## src/rtl/mbdlp_pkg.sv

```systemverilog
`default_nettype none

package mbdlp_pkg;

    localparam int BUTTON_COUNT = 4;
    localparam int TIME_WIDTH   = 32;

    localparam int NOW_W   = 32;
    localparam int LEVEL_W = 4;
    localparam int MS_W    = 16;
    localparam int MASK_W  = 4;
    localparam int CODE_W  = 4;
    localparam int CFG_IDX_W  = 2;
    localparam int CFG_DATA_W = 16;

    typedef enum logic [CFG_IDX_W-1:0] {
        CFG_DEBOUNCE_MS      = 2'd0,
        CFG_LONG_PRESS_MS    = 2'd1,
        CFG_LONG_ENABLE_MASK = 2'd2
    } t_cfg_idx;

    localparam logic [MS_W-1:0]   DEBOUNCE_RST    = 16'd50;
    localparam logic [MS_W-1:0]   LONG_PRESS_RST  = 16'd1000;
    localparam logic [MASK_W-1:0] LONG_ENABLE_RST = 4'd14;

    localparam logic [CODE_W-1:0] EVT_NONE = '0;

    // per-button debounce and press tracking state
    typedef struct packed {
        logic                  prev_level;
        logic                  stable_level;
        logic [TIME_WIDTH-1:0] change_time;
        logic [TIME_WIDTH-1:0] press_start;
        logic                  long_done;
    } t_btn_state;

    // events raised by one button lane in one poll
    typedef struct packed {
        logic short_evt;
        logic long_evt;
    } t_btn_evt;

endpackage

`default_nettype wire

```

## src/rtl/mbdlp_lane.sv

```systemverilog
`default_nettype none

module mbdlp_lane (
    input  wire logic [mbdlp_pkg::TIME_WIDTH-1:0] i_now,
    input  wire logic                             i_raw,
    input  wire logic                             i_long_en,
    input  wire logic [mbdlp_pkg::MS_W-1:0]       i_debounce_ms,
    input  wire logic [mbdlp_pkg::MS_W-1:0]       i_long_press_ms,
    input  wire mbdlp_pkg::t_btn_state            i_state,
    output mbdlp_pkg::t_btn_state                 o_state,
    output mbdlp_pkg::t_btn_evt                   o_evt
);

    localparam int TW = mbdlp_pkg::TIME_WIDTH;

    logic [TW-1:0] change_time;
    logic [TW-1:0] press_start;
    logic [TW-1:0] steady_for;
    logic [TW-1:0] held_for;
    logic          accept;
    logic          stable;
    logic          long_done;
    logic          long_hit;

    always_comb begin
        // restart the debounce timer on any raw change
        change_time = (i_raw != i_state.prev_level) ? i_now : i_state.change_time;
        steady_for  = i_now - change_time;
        accept      = (steady_for > TW'(i_debounce_ms)) && (i_raw != i_state.stable_level);

        stable      = accept ? i_raw : i_state.stable_level;
        press_start = (accept && !i_raw) ? i_now : i_state.press_start;
        long_done   = (accept && !i_raw) ? 1'b0 : i_state.long_done;

        held_for = i_now - press_start;
        long_hit = !stable && i_long_en && !long_done && (held_for > TW'(i_long_press_ms));

        o_evt.short_evt = accept && i_raw && !i_state.long_done;
        o_evt.long_evt  = long_hit;

        o_state.prev_level   = i_raw;
        o_state.stable_level = stable;
        o_state.change_time  = change_time;
        o_state.press_start  = press_start;
        o_state.long_done    = long_done | long_hit;
    end

endmodule

`default_nettype wire

```

## src/rtl/multi_button_debounce_long_press.sv

```systemverilog
`default_nettype none

// Channel   Direction  Handshake                 Word
// in        input      i_in_valid / o_in_ready   i_now_ms[31:0], i_button_levels[3:0]
// out       output     o_out_valid / i_out_ready o_event_code[3:0]
// cfg       input      i_cfg_valid / o_cfg_ready i_cfg_index[1:0], i_cfg_data[15:0]
//
// One poll word a cycle while the result is not stalled; each accepted word passes
// through the input register, then through the button lanes into the result
// register. Reset (synchronous, active low) restores all buttons to released and
// the configuration to its defaults. A stalled result holds the input register,
// so the lanes update their state only when a word moves into the result register.

module multi_button_debounce_long_press (
    input  wire logic                               i_clk,
    input  wire logic                               i_rst_n,

    input  wire logic                               i_in_valid,
    output logic                                    o_in_ready,
    input  wire logic [mbdlp_pkg::NOW_W-1:0]        i_now_ms,
    input  wire logic [mbdlp_pkg::LEVEL_W-1:0]      i_button_levels,

    output logic                                    o_out_valid,
    input  wire logic                               i_out_ready,
    output logic [mbdlp_pkg::CODE_W-1:0]            o_event_code,

    input  wire logic                               i_cfg_valid,
    output logic                                    o_cfg_ready,
    input  wire logic [mbdlp_pkg::CFG_IDX_W-1:0]    i_cfg_index,
    input  wire logic [mbdlp_pkg::CFG_DATA_W-1:0]   i_cfg_data
);

    localparam int BC = mbdlp_pkg::BUTTON_COUNT;
    localparam int TW = mbdlp_pkg::TIME_WIDTH;

    // configuration registers
    logic [mbdlp_pkg::MS_W-1:0]   r_debounce_ms;
    logic [mbdlp_pkg::MS_W-1:0]   r_long_press_ms;
    logic [mbdlp_pkg::MASK_W-1:0] r_long_en_mask;

    // input register
    logic                              r_in_valid;
    logic [mbdlp_pkg::NOW_W-1:0]       r_now_ms;
    logic [mbdlp_pkg::LEVEL_W-1:0]     r_levels;

    // result register
    logic                              r_out_valid;
    logic [mbdlp_pkg::CODE_W-1:0]      r_event_code;

    // per-button state
    mbdlp_pkg::t_btn_state r_btn [BC];
    mbdlp_pkg::t_btn_state n_btn [BC];
    mbdlp_pkg::t_btn_evt   lane_evt [BC];

    logic [TW-1:0]                now_t;
    logic [mbdlp_pkg::CODE_W-1:0] n_event_code;
    logic                         advance;

    assign advance     = r_in_valid && (!r_out_valid || i_out_ready);
    assign o_in_ready  = !r_in_valid || advance;
    assign o_cfg_ready = 1'b1;
    assign o_out_valid = r_out_valid;
    assign o_event_code = r_event_code;

    // reduce or widen the timestamp to the internal time width
    assign now_t = TW'(r_now_ms);

    // one lane per button, all in parallel
    for (genvar g = 0; g < BC; g++) begin : g_lane
        logic raw;
        logic long_en;

        // buttons beyond the level field read as released, beyond the mask as disabled
        if (g < mbdlp_pkg::LEVEL_W) begin : g_raw
            assign raw = r_levels[g];
        end else begin : g_raw_pad
            assign raw = 1'b1;
        end
        if (g < mbdlp_pkg::MASK_W) begin : g_en
            assign long_en = r_long_en_mask[g];
        end else begin : g_en_pad
            assign long_en = 1'b0;
        end

        mbdlp_lane u_lane (
            .i_now           (now_t),
            .i_raw           (raw),
            .i_long_en       (long_en),
            .i_debounce_ms   (r_debounce_ms),
            .i_long_press_ms (r_long_press_ms),
            .i_state         (r_btn[g]),
            .o_state         (n_btn[g]),
            .o_evt           (lane_evt[g])
        );
    end

    // priority encode: the lowest-indexed button wins, so scan from the top down
    always_comb begin
        n_event_code = mbdlp_pkg::EVT_NONE;
        for (int i = BC - 1; i >= 0; i--) begin
            if (lane_evt[i].short_evt) begin
                n_event_code = mbdlp_pkg::CODE_W'(2 * i + 1);
            end else if (lane_evt[i].long_evt) begin
                n_event_code = mbdlp_pkg::CODE_W'(2 * i + 2);
            end
        end
    end

    // configuration writes; an index past the register list is dropped
    always_ff @(posedge i_clk) begin
        if (!i_rst_n) begin
            r_debounce_ms   <= mbdlp_pkg::DEBOUNCE_RST;
            r_long_press_ms <= mbdlp_pkg::LONG_PRESS_RST;
            r_long_en_mask  <= mbdlp_pkg::LONG_ENABLE_RST;
        end else if (i_cfg_valid) begin
            case (i_cfg_index)
                mbdlp_pkg::CFG_DEBOUNCE_MS: begin
                    r_debounce_ms <= i_cfg_data[mbdlp_pkg::MS_W-1:0];
                end
                mbdlp_pkg::CFG_LONG_PRESS_MS: begin
                    r_long_press_ms <= i_cfg_data[mbdlp_pkg::MS_W-1:0];
                end
                mbdlp_pkg::CFG_LONG_ENABLE_MASK: begin
                    r_long_en_mask <= i_cfg_data[mbdlp_pkg::MASK_W-1:0];
                end
                default: begin
                end
            endcase
        end
    end

    // input register: take a new word whenever the slot is free or draining
    always_ff @(posedge i_clk) begin
        if (!i_rst_n) begin
            r_in_valid <= 1'b0;
        end else if (o_in_ready) begin
            r_in_valid <= i_in_valid;
        end
    end

    always_ff @(posedge i_clk) begin
        if (o_in_ready && i_in_valid) begin
            r_now_ms <= i_now_ms;
            r_levels <= i_button_levels;
        end
    end

    // result register and button state advance together
    always_ff @(posedge i_clk) begin
        if (!i_rst_n) begin
            r_out_valid <= 1'b0;
        end else if (advance) begin
            r_out_valid <= 1'b1;
        end else if (i_out_ready) begin
            r_out_valid <= 1'b0;
        end
    end

    always_ff @(posedge i_clk) begin
        if (advance) begin
            r_event_code <= n_event_code;
        end
    end

    always_ff @(posedge i_clk) begin
        if (!i_rst_n) begin
            for (int i = 0; i < BC; i++) begin
                r_btn[i].prev_level   <= 1'b1;
                r_btn[i].stable_level <= 1'b1;
                r_btn[i].change_time  <= '0;
                r_btn[i].press_start  <= '0;
                r_btn[i].long_done    <= 1'b0;
            end
        end else if (advance) begin
            for (int i = 0; i < BC; i++) begin
                r_btn[i] <= n_btn[i];
            end
        end
    end

endmodule

`default_nettype wire
```

## config.mk

```make
export PLATFORM = sky130hd
export DESIGN_NAME = multi_button_debounce_long_press
export DESIGN_NICKNAME = d
export VERILOG_FILES = /design/src/rtl/mbdlp_pkg.sv /design/src/rtl/mbdlp_lane.sv /design/src/rtl/multi_button_debounce_long_press.sv
export SDC_FILE = /design/constraint.sdc
export NUM_CORES = 1
export LEC_CHECK = 0
export ABC_AREA = 1
export BUFFER_PORTS_ARGS = -buffer_cell sky130_fd_sc_hd__buf_2
export CAP_MARGIN = 30
export CORE_MARGIN = 10
export CORE_UTILIZATION = 30
export CTS_CLUSTER_DIAMETER = 200
export DETAILED_ROUTE_END_ITERATION = 10
export HOLD_SLACK_MARGIN = 0.03
export PLACE_DENSITY = 0.47
export SYNTH_ARGS = -nofsm -noshare
export SYNTH_HDL_FRONTEND = slang
export SYNTH_SLANG_ARGS = --single-unit
```

## constraint.sdc

```tcl
create_clock -name i_clk -period 26.4 [get_ports i_clk]
set_input_delay 2.64 -clock i_clk [delete_from_list [all_inputs] [get_ports i_clk]]
set_output_delay 2.64 -clock i_clk [all_outputs]
set_load 0.01 [all_outputs]
```

==> results.tsv <==
stage	metric	value	unit
clocking	cts.repair.resized	0	
min_path	hp-class	flop to flop	
yosys	synth.avg_cell_area	6.99	sq um
yosys	synth_edf_count	175	
yosys	synthAdderAreaFrac	15.5	%
yosys	synth_top_family_by_area	simple AND/OR/NAND/NOR gates	
worst_setup_path	critical_path_arrival	11360	ps
clocking	numClockSinks	346	
yosys	synth.area.mux_share	0	%
global_route	grt_start_max_net_pins	84	
layout	diodes	0	
worst_setup_path	crit_top_cell	a21oi_1	
yosys	ys_seq_elements	346	
worst_setup_path	slowest_delay	510	ps
clocking	postCtsSetupBuffers	0	
floorplan	die_y	342	um
floorplan	io_pins	66	
yosys	synth_compound_area_share	19.2	%
yosys	ys.flop_type	edfxtp_1	
route	wl_per_cell	21.6	um
yosys	yosys.area_share.simple	24.1	%
worst_setup_path	worstPathRequired	26870	ps
timing	setup_viol	0	
worst_setup_path	cp_top_family	compound AO/OA/AOI/OAI gates	
route	ant_nets	0	
placed_design	port_buffers	64	
timing	max_clock_freq	91.9	MHz
global_route	grt_pass1_vias	29500	
timing	drv_slew	0	
layout	layout_commonest_cell	nand2_1	
outcome	outcome	finished, final reports clean	
worst_setup_path	cp_slowest_cell	buf_4	
placed_design	post-place-cells	5863	
route	drt-total-wl	128000	um
layout	area_growth	12.1	%
yosys	post_synth_xor_area_fraction	5.06	%
yosys	synth_cells	4458	
clocking	clk_latency	610	ps
clocking	clk_pin_slew	60	ps
timing	worstMarginPinSlew	1020	ps
route	drtPass1Iterations	6	
timing	rsz0062_at_grt	no	
global_route	grt_overflow	0	
worst_setup_path	critPathMaxFanout	63	
route	drt_iter0_markers	2516	
timing	hold_viol_final	0	
timing	timing.final.crit_share	41.2	%
timing	fin_crit	10890	ps
worst_setup_path	start_kind	flop	
yosys	synth.cell_area	31200	sq um
placed_design	dpl.hpwl	95800	um
timing	slew-limit-headroom	32.2	%
floorplan	start_util	30.2	%
clocking	cts_max_level	2	
yosys	synth.distinct_cells	60	
layout	postLayoutCoreUtil	33.8	%
layout	layout_common_cells	nand2_1 (1035), inv_1 (538), o21ai_0 (456)	
worst_setup_path	crit_buf_inv	8	
yosys	ys_seq_area_share	27.8	%
route	via_per_inst	5.21	
pwr	p_leak	16.0	nW
clocking	numCtsBuffers	44	
clocking	hold_buffers	0	
job	max-cap-violations	0	
route	drc	0	
floorplan	dieArea	117000	sq um
layout	finalNonFillerCells	5944	
global_route	grt_pass1_wl	188000	um
clocking	cts_tree	built	
clocking	clockBufferDepth	3	
pwr	peakVddDrop	0.0455	mV
timing	fin_skew	40.2	ps
floorplan	die_w	342	um
placed_design	gp_congestion	0.931	
yosys	synth_nets	4898	
global_route	antenna_found_initial	9	
worst_setup_path	worstSetupPathType	flop to flop	
route	num_vias	31000	
global_route	grt_usage	21.2	%
yosys	yosysWarnings	0	
layout	drive_gt1_share	6.46	%
timing	finalSetupTns	0	ps
worst_setup_path	worst_setup_path_end_kind	flop	
floorplan	core_area	103000	sq um
floorplan	rows	118	
pwr	power_density	61.5	nW/um^2
layout	fillers	11300	
layout	fin_nets	4969	
yosys	async_reset_ff_share	0	%
clocking	cts_root_buf	clkbuf_16	
[layout make-up]
cell class	instances	area, sq um	share of cell area, %
timing repair buffer	143	967	2.77
multi-input combinational	3438	19900	57.1
sequential	346	8680	24.8
clock inverter	24	289	0.827
inverter	556	2090	5.99
clock buffer	57	1240	3.56
tap	1380	1730	4.94
[stage by stage]
step | power, W | instance area [sq um] | hold slack, ps | worst slack [ps]
after floorplan | 0.00124 | 31200 | 430 | 17940
after global placement | 0.00149 | 33300 | 453 | 15340
after detailed placement | 0.00149 | 33400 | 465 | 15660
after CTS | 0.00216 | 34900 | 477 | 15630
after global routing | 0.00230 | 34900 | 496 | 14590
final | 0.00215 | 34900 | 476 | 15510
[worst min-delay path, stage by stage (launching register included)]
cell	delay [ps]
dfxtp_1	290
inv_1	70
a21oi_1	60
[state kept, by name (all words and copies together), names as in the netlist]
register	flops
r_in_valid	1
r_long_press_ms	16
r_debounce_ms	16
r_btn	268
now_t	32
o_out_valid	1
r_levels	4
o_event_code	4
r_long_en_mask	4
[kinds of logic after synthesis]
family,Yosys count
xor gates and xnor gates,180
buffers and inverters,674
other,1
adders and majority gates,381
and+or+nand+nor,1794
DFF,346
AOI/OAI and AO/OA,1082
[worst paths after layout]
check | start | to | slack (ps) | cells past startpoint
setup / recovery | now_t[1]$_DFFE_PP_ | o_event_code[3]$_SDFFCE_PP0P_ | 15510 | 53
hold / removal | r_long_en_mask[0]$_SDFFE_PN0P_ | r_long_en_mask[0]$_SDFFE_PN0P_ | 480 | 2
setup reg to reg | now_t[1]$_DFFE_PP_ | o_event_code[3]$_SDFFCE_PP0P_ | 15510 | 53
hold reg to reg | r_long_en_mask[0]$_SDFFE_PN0P_ | r_long_en_mask[0]$_SDFFE_PN0P_ | 480 | 2
[where the power goes]
group | internal [W] | switching, W | total [W]
combinational | 0.000303 | 0.000573 | 0.000876
sequential | 0.000601 | 0.0000130 | 0.000614
clock | 0.000392 | 0.000266 | 0.000658
[routing by layer]
metal | vias to the layer above | GRT usage, % | share of wire, %
li1 | 15300 | - | -
met1 | 14600 | 29.2 | 47
met2 | 896 | 34.3 | 44
met3 | 166 | 2.67 | 6.0
met4 | 0 | 6.01 | 2.9
met5 | - | 0 | 0
[Yosys cell counts (10+ instances only)]
library cell | number | area (sq um)
edfxtp_1 | 175 | 5260
nand3_2 | 10 | 100
a21boi_1 | 14 | 105
clkbuf_1 | 100 | 375
nand3b_1 | 14 | 105
ha_1 | 373 | 4670
nor2_1 | 374 | 1400
o21bai_1 | 12 | 90.1
xnor2_1 | 65 | 569
a21oi_1 | 361 | 1810
nand4_1 | 62 | 388
xor2_1 | 115 | 1010
a21o_1 | 15 | 113
a31oi_1 | 18 | 113
nand2_2 | 14 | 87.6
o221ai_1 | 14 | 123
dfxtp_1 | 171 | 3420
or2_2 | 16 | 100
inv_1 | 540 | 2030
nor4_1 | 16 | 100
o211ai_1 | 79 | 593
nand2_1 | 1040 | 3900
o21ai_0 | 456 | 2280
inv_2 | 11 | 41.3
o21ai_1 | 43 | 215
a211oi_1 | 17 | 128
nand3_1 | 187 | 936
nor3_1 | 39 | 195
o21a_1 | 11 | 82.6
a21boi_0 | 10 | 75.1
Power figures use the tool's default switching activity.
